### config.mk
export PLATFORM = sky130hd
export DESIGN_NAME = tls_record_deframer_flat
export DESIGN_NICKNAME = d
export VERILOG_FILES = /design/src/sv/trd_pkg.sv /design/src/sv/trd_ifs.sv /design/src/sv/tls_record_deframer.sv /design/src/sv/trd_front.sv /design/src/sv/trd_queue.sv /design/src/sv/trd_back.sv /design/src/flat_wrapper.sv
export SDC_FILE = /design/constraint.sdc
export NUM_CORES = 1
export LEC_CHECK = 0
export BUFFER_PORTS_ARGS = -buffer_cell sky130_fd_sc_hd__buf_2
export CAP_MARGIN = 20
export CORE_UTILIZATION = 40
export DETAILED_ROUTE_END_ITERATION = 10
export GPL_ROUTABILITY_DRIVEN = 0
export GPL_TIMING_DRIVEN = 0
export PLACE_DENSITY = 0.65
export SLEW_MARGIN = 20
export SYNTH_ARGS = -nofsm -noshare
export SYNTH_HDL_FRONTEND = slang
export SYNTH_SLANG_ARGS = --single-unit
### constraint.sdc
create_clock -name clock -period 9.9 [get_ports clock]
set_clock_uncertainty 0.05 [all_clocks]
set_input_delay 1.98 -clock clock [delete_from_list [all_inputs] [get_ports clock]]
set_output_delay 1.98 -clock clock [all_outputs]
set_load 0.02 [all_outputs]
### src/sv/trd_pkg.sv
// shared types and constants of the tls record deframer
package trd_pkg;

   typedef enum logic [1:0] {
      PH_HEADER  = 2'd0,
      PH_PAYLOAD = 2'd1,
      PH_DISCARD = 2'd2
   } phase_type;

   typedef enum logic [1:0] {
      KIND_HDR_OK  = 2'd0,
      KIND_PAYLOAD = 2'd1,
      KIND_HDR_BAD = 2'd2
   } kind_type;

   localparam logic [7:0] CT_CCS          = 8'h14;
   localparam logic [7:0] CT_LOW          = 8'h14;
   localparam logic [7:0] CT_HIGH         = 8'h18;
   localparam logic [7:0] MAJOR_TLS       = 8'd3;
   localparam logic [7:0] MAX_MINOR_RESET = 8'd4;
   localparam logic [2:0] HDR_LAST_IDX    = 3'd4;

   localparam int QUEUE_DEPTH = 2;
   localparam int QUEUE_AW    = $clog2(QUEUE_DEPTH);
   localparam int QUEUE_CW    = $clog2(QUEUE_DEPTH + 1);

   typedef struct packed {
      kind_type    kind;
      logic [7:0]  content_type;
      logic [7:0]  minor_version;
      logic [15:0] record_length;
      logic [7:0]  payload_byte;
      logic [15:0] payload_offset;
      logic        last_of_record;
      logic        cipher_change_seen;
   } cmd_type;

   typedef struct packed {
      logic full;
      logic empty;
   } qstat_type;

endpackage

### src/sv/trd_ifs.sv
// channel interfaces: byte input, result output and configuration write
interface trd_req_if;
   logic       valid;
   logic       ready;
   logic [7:0] stream_byte;
   logic       segment_start;

   modport source (output valid, output stream_byte, output segment_start, input ready);
   modport sink   (input valid, input stream_byte, input segment_start, output ready);
endinterface

interface trd_rsp_if;
   import trd_pkg::*;
   logic        valid;
   logic        ready;
   kind_type    kind;
   logic [7:0]  content_type;
   logic [7:0]  minor_version;
   logic [15:0] record_length;
   logic [7:0]  payload_byte;
   logic [15:0] payload_offset;
   logic        last_of_record;
   logic        cipher_change_seen;

   modport source (output valid, output kind, output content_type, output minor_version,
                   output record_length, output payload_byte, output payload_offset,
                   output last_of_record, output cipher_change_seen, input ready);
   modport sink   (input valid, input kind, input content_type, input minor_version,
                   input record_length, input payload_byte, input payload_offset,
                   input last_of_record, input cipher_change_seen, output ready);
endinterface

interface trd_csr_if;
   logic       valid;
   logic       ready;
   logic [7:0] max_minor_version;

   modport source (output valid, output max_minor_version, input ready);
   modport sink   (input valid, input max_minor_version, output ready);
endinterface

### src/sv/tls_record_deframer.sv
// tls record deframer top level: front end, command queue, back end
// a result is queued when its stream beat is accepted, then registered in the back end for rsp
// throughput: one stream beat per cycle unless the queue is full (combinational framing update)
// the two-entry queue takes two more result commands while rsp is stalled before input stops
// reset (synchronous): gathering a fresh header, queue and output empty, max minor version 4
module tls_record_deframer (
   input logic      clock,
   input logic      reset,
   trd_req_if.sink  req_ch,
   trd_rsp_if.source rsp_ch,
   trd_csr_if.sink  csr_ch
);
   import trd_pkg::*;

   logic      push;
   logic      pop;
   cmd_type   push_cmd;
   cmd_type   head_cmd;
   qstat_type q_stat;

   trd_front u_front (
      .clock    (clock),
      .reset    (reset),
      .req_ch   (req_ch),
      .csr_ch   (csr_ch),
      .q_stat   (q_stat),
      .push     (push),
      .push_cmd (push_cmd)
   );

   trd_queue u_queue (
      .clock    (clock),
      .reset    (reset),
      .push     (push),
      .push_cmd (push_cmd),
      .pop      (pop),
      .head_cmd (head_cmd),
      .q_stat   (q_stat)
   );

   trd_back u_back (
      .clock    (clock),
      .reset    (reset),
      .head_cmd (head_cmd),
      .q_stat   (q_stat),
      .pop      (pop),
      .rsp_ch   (rsp_ch)
   );

endmodule

### src/sv/trd_front.sv
// front end: takes stream beats, tracks record framing and queues result commands
module trd_front (
   input  logic              clock,
   input  logic              reset,
   trd_req_if.sink           req_ch,
   trd_csr_if.sink           csr_ch,
   input  trd_pkg::qstat_type q_stat,
   output logic              push,
   output trd_pkg::cmd_type  push_cmd
);
   import trd_pkg::*;

   phase_type   phase_ff, phase_in;
   logic [2:0]  hcount_ff, hcount_in;
   logic [7:0]  type_ff, type_in;
   logic [7:0]  major_ff, major_in;
   logic [7:0]  minor_ff, minor_in;
   logic [15:0] length_ff, length_in;
   logic [15:0] pcount_ff, pcount_in;
   logic        ccs_ff, ccs_in;
   logic [7:0]  max_minor_ff, max_minor_in;

   logic        accept;
   logic [2:0]  idx;
   logic [16:0] next_off;
   logic        last;
   logic        hdr_ok;
   logic        take;

   assign req_ch.ready = !q_stat.full;
   assign csr_ch.ready = 1'b1;
   assign accept       = req_ch.valid && !q_stat.full;

   always_comb begin
      max_minor_in = csr_ch.valid ? csr_ch.max_minor_version : max_minor_ff;
   end

   always_comb begin
      phase_in  = phase_ff;
      hcount_in = hcount_ff;
      type_in   = type_ff;
      major_in  = major_ff;
      minor_in  = minor_ff;
      length_in = length_ff;
      pcount_in = pcount_ff;
      ccs_in    = ccs_ff;
      push      = 1'b0;
      idx       = (phase_ff == PH_HEADER) ? hcount_ff : 3'd0;
      next_off  = {1'b0, pcount_ff} + 17'd1;
      last      = next_off >= {1'b0, length_ff};
      hdr_ok    = 1'b0;
      take      = (phase_ff == PH_HEADER) || req_ch.segment_start;

      push_cmd.kind               = KIND_PAYLOAD;
      push_cmd.content_type       = type_ff;
      push_cmd.minor_version      = minor_ff;
      push_cmd.record_length      = length_ff;
      push_cmd.payload_byte       = req_ch.stream_byte;
      push_cmd.payload_offset     = pcount_ff;
      push_cmd.last_of_record     = last;
      push_cmd.cipher_change_seen = ccs_ff;

      if (accept) begin
         if (phase_ff == PH_PAYLOAD) begin
            push      = 1'b1;
            pcount_in = next_off[15:0];
            if (last) begin
               phase_in  = PH_HEADER;
               hcount_in = 3'd0;
            end
         end else if (take) begin
            phase_in = PH_HEADER;
            case (idx)
               3'd0:    type_in   = req_ch.stream_byte;
               3'd1:    major_in  = req_ch.stream_byte;
               3'd2:    minor_in  = req_ch.stream_byte;
               3'd3:    length_in = {req_ch.stream_byte, 8'd0};
               default: length_in = {length_ff[15:8], req_ch.stream_byte};
            endcase
            hcount_in = idx + 3'd1;
            if (idx == HDR_LAST_IDX) begin
               // header complete: check it and report
               hcount_in = 3'd0;
               push      = 1'b1;
               hdr_ok    = (type_ff >= CT_LOW) && (type_ff <= CT_HIGH) &&
                           (major_ff == MAJOR_TLS) && (minor_ff <= max_minor_ff);
               push_cmd.record_length  = length_in;
               push_cmd.payload_offset = 16'd0;
               if (hdr_ok) begin
                  if (type_ff == CT_CCS) ccs_in = 1'b1;
                  pcount_in               = 16'd0;
                  push_cmd.kind           = KIND_HDR_OK;
                  push_cmd.last_of_record = (length_in == 16'd0);
                  phase_in = (length_in == 16'd0) ? PH_HEADER : PH_PAYLOAD;
               end else begin
                  push_cmd.kind           = KIND_HDR_BAD;
                  push_cmd.last_of_record = 1'b0;
                  phase_in                = PH_DISCARD;
               end
               push_cmd.cipher_change_seen = ccs_in;
            end
         end
      end
   end

   always_ff @(posedge clock) begin
      if (reset) begin
         phase_ff     <= PH_HEADER;
         hcount_ff    <= 3'd0;
         ccs_ff       <= 1'b0;
         max_minor_ff <= MAX_MINOR_RESET;
      end else begin
         phase_ff     <= phase_in;
         hcount_ff    <= hcount_in;
         ccs_ff       <= ccs_in;
         max_minor_ff <= max_minor_in;
      end
   end

   always_ff @(posedge clock) begin
      type_ff   <= type_in;
      major_ff  <= major_in;
      minor_ff  <= minor_in;
      length_ff <= length_in;
      pcount_ff <= pcount_in;
   end

endmodule

### src/sv/trd_queue.sv
// short command queue between front and back end
module trd_queue (
   input  logic               clock,
   input  logic               reset,
   input  logic               push,
   input  trd_pkg::cmd_type   push_cmd,
   input  logic               pop,
   output trd_pkg::cmd_type   head_cmd,
   output trd_pkg::qstat_type q_stat
);
   import trd_pkg::*;

   cmd_type               entry_ff [QUEUE_DEPTH];
   logic [QUEUE_AW-1:0]   wptr_ff, wptr_in;
   logic [QUEUE_AW-1:0]   rptr_ff, rptr_in;
   logic [QUEUE_CW-1:0]   count_ff, count_in;
   logic                  do_push, do_pop;

   assign q_stat.full  = (count_ff == QUEUE_CW'(QUEUE_DEPTH));
   assign q_stat.empty = (count_ff == '0);
   assign do_push      = push && !q_stat.full;
   assign do_pop       = pop && !q_stat.empty;
   assign head_cmd     = entry_ff[rptr_ff];

   always_comb begin
      wptr_in  = wptr_ff;
      rptr_in  = rptr_ff;
      count_in = count_ff;
      if (do_push) begin
         wptr_in = (wptr_ff == QUEUE_AW'(QUEUE_DEPTH - 1)) ? '0 : wptr_ff + 1'b1;
      end
      if (do_pop) begin
         rptr_in = (rptr_ff == QUEUE_AW'(QUEUE_DEPTH - 1)) ? '0 : rptr_ff + 1'b1;
      end
      case ({do_push, do_pop})
         2'b10:   count_in = count_ff + 1'b1;
         2'b01:   count_in = count_ff - 1'b1;
         default: count_in = count_ff;
      endcase
   end

   always_ff @(posedge clock) begin
      if (reset) begin
         wptr_ff  <= '0;
         rptr_ff  <= '0;
         count_ff <= '0;
      end else begin
         wptr_ff  <= wptr_in;
         rptr_ff  <= rptr_in;
         count_ff <= count_in;
      end
   end

   always_ff @(posedge clock) begin
      if (do_push) entry_ff[wptr_ff] <= push_cmd;
   end

endmodule

### src/sv/trd_back.sv
// back end: drains queued commands into the registered result channel
module trd_back (
   input  logic               clock,
   input  logic               reset,
   input  trd_pkg::cmd_type   head_cmd,
   input  trd_pkg::qstat_type q_stat,
   output logic               pop,
   trd_rsp_if.source          rsp_ch
);
   import trd_pkg::*;

   logic    valid_ff, valid_in;
   cmd_type out_ff, out_in;
   logic    is_payload;

   assign pop        = !q_stat.empty && (!valid_ff || rsp_ch.ready);
   assign valid_in   = pop || (valid_ff && !rsp_ch.ready);
   assign is_payload = (head_cmd.kind == KIND_PAYLOAD);

   always_comb begin
      out_in = out_ff;
      if (pop) begin
         out_in = head_cmd;
         // byte and offset only mean something on payload beats
         out_in.payload_byte   = is_payload ? head_cmd.payload_byte : 8'd0;
         out_in.payload_offset = is_payload ? head_cmd.payload_offset : 16'd0;
      end
   end

   always_ff @(posedge clock) begin
      if (reset) valid_ff <= 1'b0;
      else       valid_ff <= valid_in;
   end

   always_ff @(posedge clock) begin
      out_ff <= out_in;
   end

   assign rsp_ch.valid              = valid_ff;
   assign rsp_ch.kind               = out_ff.kind;
   assign rsp_ch.content_type       = out_ff.content_type;
   assign rsp_ch.minor_version      = out_ff.minor_version;
   assign rsp_ch.record_length      = out_ff.record_length;
   assign rsp_ch.payload_byte       = out_ff.payload_byte;
   assign rsp_ch.payload_offset     = out_ff.payload_offset;
   assign rsp_ch.last_of_record     = out_ff.last_of_record;
   assign rsp_ch.cipher_change_seen = out_ff.cipher_change_seen;

endmodule

### src/flat_wrapper.sv
// flat-port wrapper written by rule: the top's interface ports become plain ports
module tls_record_deframer_flat import trd_pkg::*;
  (clock, reset, req_ch_valid, req_ch_stream_byte, req_ch_segment_start, req_ch_ready, rsp_ch_valid, rsp_ch_kind, rsp_ch_content_type, rsp_ch_minor_version, rsp_ch_record_length, rsp_ch_payload_byte, rsp_ch_payload_offset, rsp_ch_last_of_record, rsp_ch_cipher_change_seen, rsp_ch_ready, csr_ch_valid, csr_ch_max_minor_version, csr_ch_ready);
  trd_req_if req_ch_i ();
  trd_rsp_if rsp_ch_i ();
  trd_csr_if csr_ch_i ();
  input logic clock;
  input logic reset;
  input wire logic [$bits(req_ch_i.valid)-1:0] req_ch_valid;
  input wire logic [$bits(req_ch_i.stream_byte)-1:0] req_ch_stream_byte;
  input wire logic [$bits(req_ch_i.segment_start)-1:0] req_ch_segment_start;
  output wire logic [$bits(req_ch_i.ready)-1:0] req_ch_ready;
  output wire logic [$bits(rsp_ch_i.valid)-1:0] rsp_ch_valid;
  output wire logic [$bits(rsp_ch_i.kind)-1:0] rsp_ch_kind;
  output wire logic [$bits(rsp_ch_i.content_type)-1:0] rsp_ch_content_type;
  output wire logic [$bits(rsp_ch_i.minor_version)-1:0] rsp_ch_minor_version;
  output wire logic [$bits(rsp_ch_i.record_length)-1:0] rsp_ch_record_length;
  output wire logic [$bits(rsp_ch_i.payload_byte)-1:0] rsp_ch_payload_byte;
  output wire logic [$bits(rsp_ch_i.payload_offset)-1:0] rsp_ch_payload_offset;
  output wire logic [$bits(rsp_ch_i.last_of_record)-1:0] rsp_ch_last_of_record;
  output wire logic [$bits(rsp_ch_i.cipher_change_seen)-1:0] rsp_ch_cipher_change_seen;
  input wire logic [$bits(rsp_ch_i.ready)-1:0] rsp_ch_ready;
  input wire logic [$bits(csr_ch_i.valid)-1:0] csr_ch_valid;
  input wire logic [$bits(csr_ch_i.max_minor_version)-1:0] csr_ch_max_minor_version;
  output wire logic [$bits(csr_ch_i.ready)-1:0] csr_ch_ready;
  assign req_ch_i.valid = req_ch_valid;
  assign req_ch_i.stream_byte = req_ch_stream_byte;
  assign req_ch_i.segment_start = req_ch_segment_start;
  assign req_ch_ready = req_ch_i.ready;
  assign rsp_ch_valid = rsp_ch_i.valid;
  assign rsp_ch_kind = rsp_ch_i.kind;
  assign rsp_ch_content_type = rsp_ch_i.content_type;
  assign rsp_ch_minor_version = rsp_ch_i.minor_version;
  assign rsp_ch_record_length = rsp_ch_i.record_length;
  assign rsp_ch_payload_byte = rsp_ch_i.payload_byte;
  assign rsp_ch_payload_offset = rsp_ch_i.payload_offset;
  assign rsp_ch_last_of_record = rsp_ch_i.last_of_record;
  assign rsp_ch_cipher_change_seen = rsp_ch_i.cipher_change_seen;
  assign rsp_ch_i.ready = rsp_ch_ready;
  assign csr_ch_i.valid = csr_ch_valid;
  assign csr_ch_i.max_minor_version = csr_ch_max_minor_version;
  assign csr_ch_ready = csr_ch_i.ready;
  tls_record_deframer u_core (.clock(clock), .reset(reset), .req_ch(req_ch_i), .rsp_ch(rsp_ch_i), .csr_ch(csr_ch_i));
endmodule
==> impl_metrics.json, run 1 <==
{
  "status": "finished clean",
  "synth.largest_area_cell": "edfxtp_1",
  "clock-sinks": 256,
  "hp-class": "flop to flop",
  "initial_core_util_pct": 41.1,
  "drv_cap": 0,
  "dieWidth_um": 163,
  "crit_arrival_ns": 3.73,
  "critPathMaxFanout": 6,
  "synth-seq-cells": 256,
  "start_kind": "flop",
  "io_pins": 85,
  "h-tree-depth": 1,
  "wl_um": 19400,
  "dieArea_um2": 26600,
  "area_growth_pct": 16.4,
  "yosys.cell_count.top_type": "edfxtp_1",
  "synth-adder-area-share_pct": 3.73,
  "clock-root-buffer": "clkbuf_16",
  "grt_pass1_wl_um": 29800,
  "period_share_pct": 35.7,
  "synth_xor_area_share_pct": 1.52,
  "cts-buffers-inserted": 25,
  "synth_nets": 739,
  "worst-setup-path-type": "flop to flop",
  "dpl_cell_area_um2": 11400,
  "gr-total-overflow": 0,
  "grtUsageTotal_pct": 14.7,
  "required_ns": 10.10,
  "die_h_um": 163,
  "synthSimpleGateAreaFrac_pct": 8.94,
  "synthMuxAreaShare_pct": 7.75,
  "post-route-min-period_ns": 3.53,
  "num_antenna_cells": 0,
  "drc": 0,
  "hold_viol": 0,
  "setup-violations-final": 0,
  "vdd_drop_max_uv": 129,
  "synth_edf_count": 236,
  "core-area_um2": 25300,
  "yosysTopAreaCellShare_pct": 68.1,
  "ys_top_cells_by_area": "edfxtp_1 68%, mux2_2 4.8%, dfxtp_1 3.8%",
  "cellPowerDensity_nw_per_um2": 213,
  "cts_setup_buffers": 0,
  "total_power_w": 0.00258,
  "drt_iter0_markers": 423,
  "timing.fmax_mhz": 283,
  "wl_per_cell_um": 16.9,
  "first_pass_iters": 5,
  "cts_resized": 0,
  "clk_latency_ns": 0.52,
  "p_leak_nw": 4.32,
  "cts_hold_buf": 0,
  "ys_types": 50,
  "io_buffers": 81,
  "yosys_warnings": 0,
  "synth_area_per_cell_um2": 15.2,
  "cp-end-kind": "flop",
  "drive_gt1_share_pct": 22.5,
  "cts_tree": "built",
  "row_count": 58,
  "netlist_area_um2": 10400,
  "grt_pass1_vias": 5463,
  "dpl.hpwl_um": 13200,
  "rsz0062_at_grt": "false",
  "tightestPinTransition_ns": 0.860,
  "via_per_inst": 4.92,
  "final.setup.tns_ns": 0,
  "slew_violations": 0,
  "grt_antenna_before_repair": 0,
  "synth_top_family_by_area": "simple AND/OR/NAND/NOR gates",
  "synth_ff_type": "edfxtp_1",
  "grt_start_max_net_pins": 43,
  "path_clk_slew_ns": 0.06,
  "synth_compound_area_share_pct": 3.67,
  "cts_buffer_depth": 3,
  "seq_area_frac_synth_pct": 72.0,
  "async_flop_share_pct": 0,
  "final_nets": 853,
  "ant_nets": 0,
  "fin_area_um2": 12100,
  "slew_headroom_pct": 42.6,
  "synthCells": 686,
  "synthTopCellsByCount": "236 x edfxtp_1, 54 x nor2_1, 44 x mux2_2",
  "via_count": 5638
}
final timing paths:
| check | from | endpoint | slack [ns] | cells after the start |
|---|---|---|---|---|
| worst max-delay path | u_core.u_front.pcount_ff[0]$_SDFFCE_PN0P_ | u_core.u_queue.entry_ff[1][1]$_DFFE_PP_ | 6.37 | 11 |
| worst min-delay path | u_core.u_front.type_ff[4]$_DFFE_PP_ | u_core.u_queue.entry_ff[0][54]$_DFFE_PP_ | 0.42 | 0 |
| worst max register to register | u_core.u_front.pcount_ff[0]$_SDFFCE_PN0P_ | u_core.u_queue.entry_ff[1][1]$_DFFE_PP_ | 6.37 | 11 |
| worst min register to register | u_core.u_front.type_ff[4]$_DFFE_PP_ | u_core.u_queue.entry_ff[0][54]$_DFFE_PP_ | 0.42 | 0 |
flip-flops by register name, indices dropped and copies added (netlist names), 16 cells and up, named ones only:
signal,cells
u_core.u_front.length_ff,16
u_core.u_back.rsp_ch.payload_offset,16
u_core.u_back.rsp_ch.record_length,16
u_core.u_front.pcount_ff,16
u_core.u_queue.entry_ff,120
per-stage QoR:
| step | worst slack [ns] | utilization (%) | std cells | hold slack (ns) |
|---|---|---|---|---|
| floorplan | 4.71 | - | 686 | 0.386 |
| global placement | 2.94 | 44.3 | 1097 | 0.402 |
| detailed placement | 6.03 | 44.9 | 1103 | 0.410 |
| CTS | 6.34 | 47.8 | 1147 | 0.423 |
| global route | 6.07 | 47.8 | 1147 | 0.442 |
| finish | 6.37 | 47.8 | 1147 | 0.422 |
per-layer routing:
layer | GRT usage, % | wire, µm | part of all wire [%] | up-vias
li1 | - | - | - | 2745
met1 | 19.9 | 8760 | 45 | 2720
met2 | 24.1 | 9120 | 47 | 139
met3 | 2.46 | 1040 | 5.3 | 34
met4 | 4.80 | 476 | 2.5 | 0
met5 | 0 | 0 | 0 | -
cell type report:
cell class	count	area, µm²
fill	2156	13200
sequential	256	7490
multi-input combinational	367	2700
clock buffer	33	656
timing repair buffer	87	524
tap	330	413
inverter	33	124
buffer	30	123
clock inverter	11	85.1
logic make-up after synthesis:
logic type | Yosys count
simple gates | 186
buf+inv | 63
flops | 256
mux | 75
other cells | 1
compound gates | 56
fa+ha+maj | 31
xor+xnor | 18
cell usage in the layout (no fill, tap or decap), drive strengths merged, types with 2 or more instances in the layout:
master  count
o21a        2
o211ai      5
nand2      42
nor2b       6
inv        34
nand2b      5
nand4       9
or3         4
buf        95
clkinv      9
ha         31
edfxtp    236
a21oi      21
nor4        8
dfxtp      20
o21ai      13
and2       36
nand3      12
mux2       44
a211oi      2
mux2i      31
xnor2      13
nor3        5
xor2        5
a32o        2
and3        2
nor2       54
clkbuf     55
worst max-delay path, stage by stage, from the launching register on:
cell and delay [ns]:
edfxtp_1 0.47, ha_1 0.25, nand3_1 0.13, nor3_1 0.55, xor2_1 0.19, ha_1 0.35
nand4_1 0.14, or3_1 0.39, a311o_1 0.37, o211ai_2 0.14, nand2_1 0.09, o31ai_1 0.15
where the power goes:
| group | leakage, nW | internal [W] | switching (W) | total [W] |
|---|---|---|---|---|
| registers | 2.37 | 0.00130 | 0.0000318 | 0.00133 |
| clock network | 0.360 | 0.000492 | 0.000381 | 0.000872 |
| logic | 1.59 | 0.000134 | 0.000241 | 0.000375 |
(Power assumes the default switching activity.)
==> run 2: changes to the inputs <==
--- a/config.mk
+++ b/config.mk
@@ -5,6 +5,7 @@
 export SDC_FILE = /design/constraint.sdc
 export NUM_CORES = 1
 export LEC_CHECK = 0
+export ABC_AREA = 1
 export BUFFER_PORTS_ARGS = -buffer_cell sky130_fd_sc_hd__buf_2
 export CAP_MARGIN = 20
 export CORE_UTILIZATION = 40
==> constraint.sdc (replaced) <==
create_clock -name clock -period 3.5 [get_ports clock]
set_clock_uncertainty 0.05 [all_clocks]
set_input_delay 0.7 -clock clock [delete_from_list [all_inputs] [get_ports clock]]
set_output_delay 0.7 -clock clock [all_outputs]
set_load 0.02 [all_outputs]
==> impl_metrics.json, run 2 <==
{
  "grt_pass1_vias": 6279,
  "grtUsageTotal_pct": 15.9,
  "start_kind": "flop",
  "dpl.hpwl_um": 14700,
  "synth_nets": 966,
  "period_share_pct": 93.3,
  "tightestPinTransition_ns": 0.731,
  "multi_input_area_um2": 2570,
  "synthTopCellsByCount": "259 x nand2_1, 236 x edfxtp_1, 104 x inv_1",
  "synthSimpleGateAreaFrac_pct": 14.7,
  "dieWidth_um": 165,
  "slew_violations": 0,
  "intPower_w": 0.00656,
  "die_h_um": 165,
  "critPathMaxFanout": 3,
  "drive_gt1_share_pct": 15.4,
  "drt_iter0_markers": 513,
  "yosys_warnings": 0,
  "netlist_area_um2": 10600,
  "ant_nets": 0,
  "status": "finished clean",
  "cts-buffers-inserted": 25,
  "slew_headroom_pct": 51.3,
  "final.setup.tns_ns": 0,
  "io_buffers": 83,
  "crit_arrival_ns": 3.50,
  "gr-total-overflow": 0,
  "grt_antenna_before_repair": 0,
  "area_growth_pct": 17.7,
  "initial_core_util_pct": 40.7,
  "required_ns": 3.73,
  "synth_area_per_cell_um2": 11.6,
  "grt_start_max_net_pins": 47,
  "cts_tree": "built",
  "ys_top_cells_by_area": "edfxtp_1 67%, nand2_1 9.2%, dfxtp_1 3.8%",
  "nFillCells": 2282,
  "preCtsSetupSlack_ns": 0.209,
  "synth_compound_area_share_pct": 4.72,
  "io_pins": 85,
  "synth_edf_count": 236,
  "core-area_um2": 26000,
  "synth_ff_type": "edfxtp_1",
  "synthCells": 913,
  "regArea_um2": 7490,
  "hp-class": "primary input to flop",
  "grt_pass1_wl_um": 32900,
  "yosysTopAreaCellShare_pct": 67.0,
  "final_nets": 1088,
  "clkPwrFrac_pct": 26.7,
  "synth-seq-cells": 256,
  "drv_cap": 0,
  "layout_common_cells": "259 x nand2_1, 236 x edfxtp_1, 103 x inv_1",
  "vdd_drop_max_uv": 428,
  "p_leak_nw": 5.05,
  "wl_um": 20900,
  "via_count": 6629,
  "cts_hold_buf": 0,
  "timing.fmax_mhz": 306,
  "num_antenna_cells": 0,
  "top_register": "u_core.u_queue.entry_ff",
  "drc": 0,
  "layout_commonest_cell": "nand2_1",
  "setup_slack_ns": 0.234,
  "hold_path_startpoint": "csr_ch_max_minor_version[2]",
  "ys_types": 33,
  "power_frac_comb_pct": 27.3,
  "r2r-start": "u_core.u_front.pcount_ff[0]$_SDFFCE_PN0P_",
  "post-route-min-period_ns": 3.27,
  "cellPowerDensity_nw_per_um2": 785,
  "via_per_inst": 4.78,
  "p_switching_w": 0.00321,
  "h-tree-depth": 1,
  "row_count": 59,
  "min_path_cells": 3,
  "clk_latency_ns": 0.51,
  "r2r_slack_ns": 0.23,
  "seq_area_frac_synth_pct": 70.8,
  "sequentialPowerShare_pct": 46.0,
  "whs_ns": 0.354,
  "r2r-end": "u_core.u_queue.entry_ff[0][1]$_DFFE_PP_",
  "cp-end-kind": "flop",
  "setup-violations-final": 0,
  "synth_top_family_by_area": "simple AND/OR/NAND/NOR gates",
  "hold_viol": 0,
  "switching_share_pct": 32.8,
  "synth_xor_area_share_pct": 0.745,
  "synth.largest_area_cell": "edfxtp_1",
  "synthMuxAreaShare_pct": 0,
  "wl_per_cell_um": 15.1,
  "clock-root-buffer": "clkbuf_16",
  "dieArea_um2": 27100,
  "cts_buffer_depth": 3,
  "worst-setup-path-type": "flop to flop",
  "path_clk_slew_ns": 0.07,
  "clock-sinks": 256,
  "async_flop_share_pct": 0,
  "largest_register_ffs": 120,
  "synth-adder-area-share_pct": 3.67,
  "hold_end": "u_core.u_front.max_minor_ff[2]$_SDFFE_PP1P_",
  "first_pass_iters": 5,
  "yosys.cell_count.top_type": "nand2_1",
  "reg2reg_depth": 21
}
[run 2: layout make-up]
class	instances	share of cell area [%]
inverter	110	3.36
sequential	256	60.1
buffer	33	1.22
clock inverter	11	1.07
clock buffer	33	5.27
multi-input combinational	514	20.6
timing repair buffer	95	4.95
tap	335	3.37
[run 2: what timing repair did]
| action | 4_1_cts | 5_1_grt |
|---|---|---|
| endpoints found under the hold margin | 0 | 0 |
| resized for setup | 0 | 3 |
| endpoints found under the setup margin | 0 | 7 |
| setup buffers | 0 | 3 |
[run 2: layer usage]
layer	part of all wire [%]	track usage, %	vias up
met5	0	0	-
met1	44	20.7	3128
li1	-	-	3298
met3	4.8	2.01	36
met2	48	27.0	167
met4	2.8	5.84	0
[run 2: worst max path at each step]
| stage | start | end | slack (ns) | depth (start not counted) |
|---|---|---|---|---|
| detailed placement | u_core.u_front.pcount_ff[0]$_SDFFCE_PN0P_ | u_core.u_front.phase_ff[1]$_SDFFE_PP0P_ | 0.21 | 22 |
| floorplan | u_core.u_front.phase_ff[1]$_SDFFE_PP0P_ | u_core.u_queue.entry_ff[1][0]$_DFFE_PP_ | 0.16 | 11 |
| global route | u_core.u_front.pcount_ff[0]$_SDFFCE_PN0P_ | u_core.u_queue.entry_ff[0][1]$_DFFE_PP_ | -0.07 | 20 |
| CTS | u_core.u_front.pcount_ff[0]$_SDFFCE_PN0P_ | u_core.u_front.hcount_ff[0]$_SDFFE_PP0P_ | 0.12 | 22 |
| finish | u_core.u_front.pcount_ff[0]$_SDFFCE_PN0P_ | u_core.u_queue.entry_ff[0][1]$_DFFE_PP_ | 0.23 | 21 |
| global placement | u_core.u_front.phase_ff[1]$_SDFFE_PP0P_ | u_core.u_queue.entry_ff[1][11]$_DFFE_PP_ | -1.01 | 11 |
[run 2: per-stage QoR]
| step | cells | instance area [µm²] | utilization, % | power (W) |
|---|---|---|---|---|
| final | 1387 | 12400 | 47.9 | 0.00977 |
| after detailed placement | 1339 | 11600 | 44.7 | 0.00724 |
| after global routing | 1387 | 12400 | 47.9 | 0.0103 |
| after global placement | 1331 | 11400 | 43.9 | 0.00712 |
| after CTS | 1383 | 12400 | 47.7 | 0.00984 |
| after floorplan | 913 | 10600 | - | 0.00627 |
[run 2: cells by family (layout without fill, tap and decap cells)]
kind of cell             after synthesis  count (layout)
flip-flops                           256             256
AO/OA/AOI/OAI                         94              94
XOR/XNOR                               9               9
buffers and inverters                143             282
AND/OR/NAND/NOR                      379             379
adder cells (fa/ha/maj)               31              31
other                                  1               1
[run 2: worst max-delay path, cell delays in order, from the launching register on]
cell	delay [ns]
edfxtp_1	0.38
ha_1	0.18
nand2_1	0.08
nor2_1	0.15
nand4_1	0.19
nor2_2	0.21
nand3_1	0.18
xor2_2	0.21
inv_1	0.06
ha_1	0.31
nand2_1	0.06
nor2_1	0.16
nand2_1	0.07
nor2_1	0.10
nor2_1	0.04
nand3_1	0.11
nand2_1	0.06
nand2_1	0.05
nand2_1	0.07
nand2_1	0.12
nand2_1	0.07
o31ai_1	0.11
[run 2: power groups by stage]
stage / Clock [W] / Combinational (W) / Sequential (W)
6_report: 0.00261 / 0.00267 / 0.00449
5_1_grt: 0.00277 / 0.00297 / 0.00455
4_1_cts: 0.00265 / 0.00270 / 0.00450
3_5_place_dp: 0 / 0.00268 / 0.00456
3_3_place_gp: 0 / 0.00253 / 0.00459
2_1_floorplan: 0 / 0.00130 / 0.00497
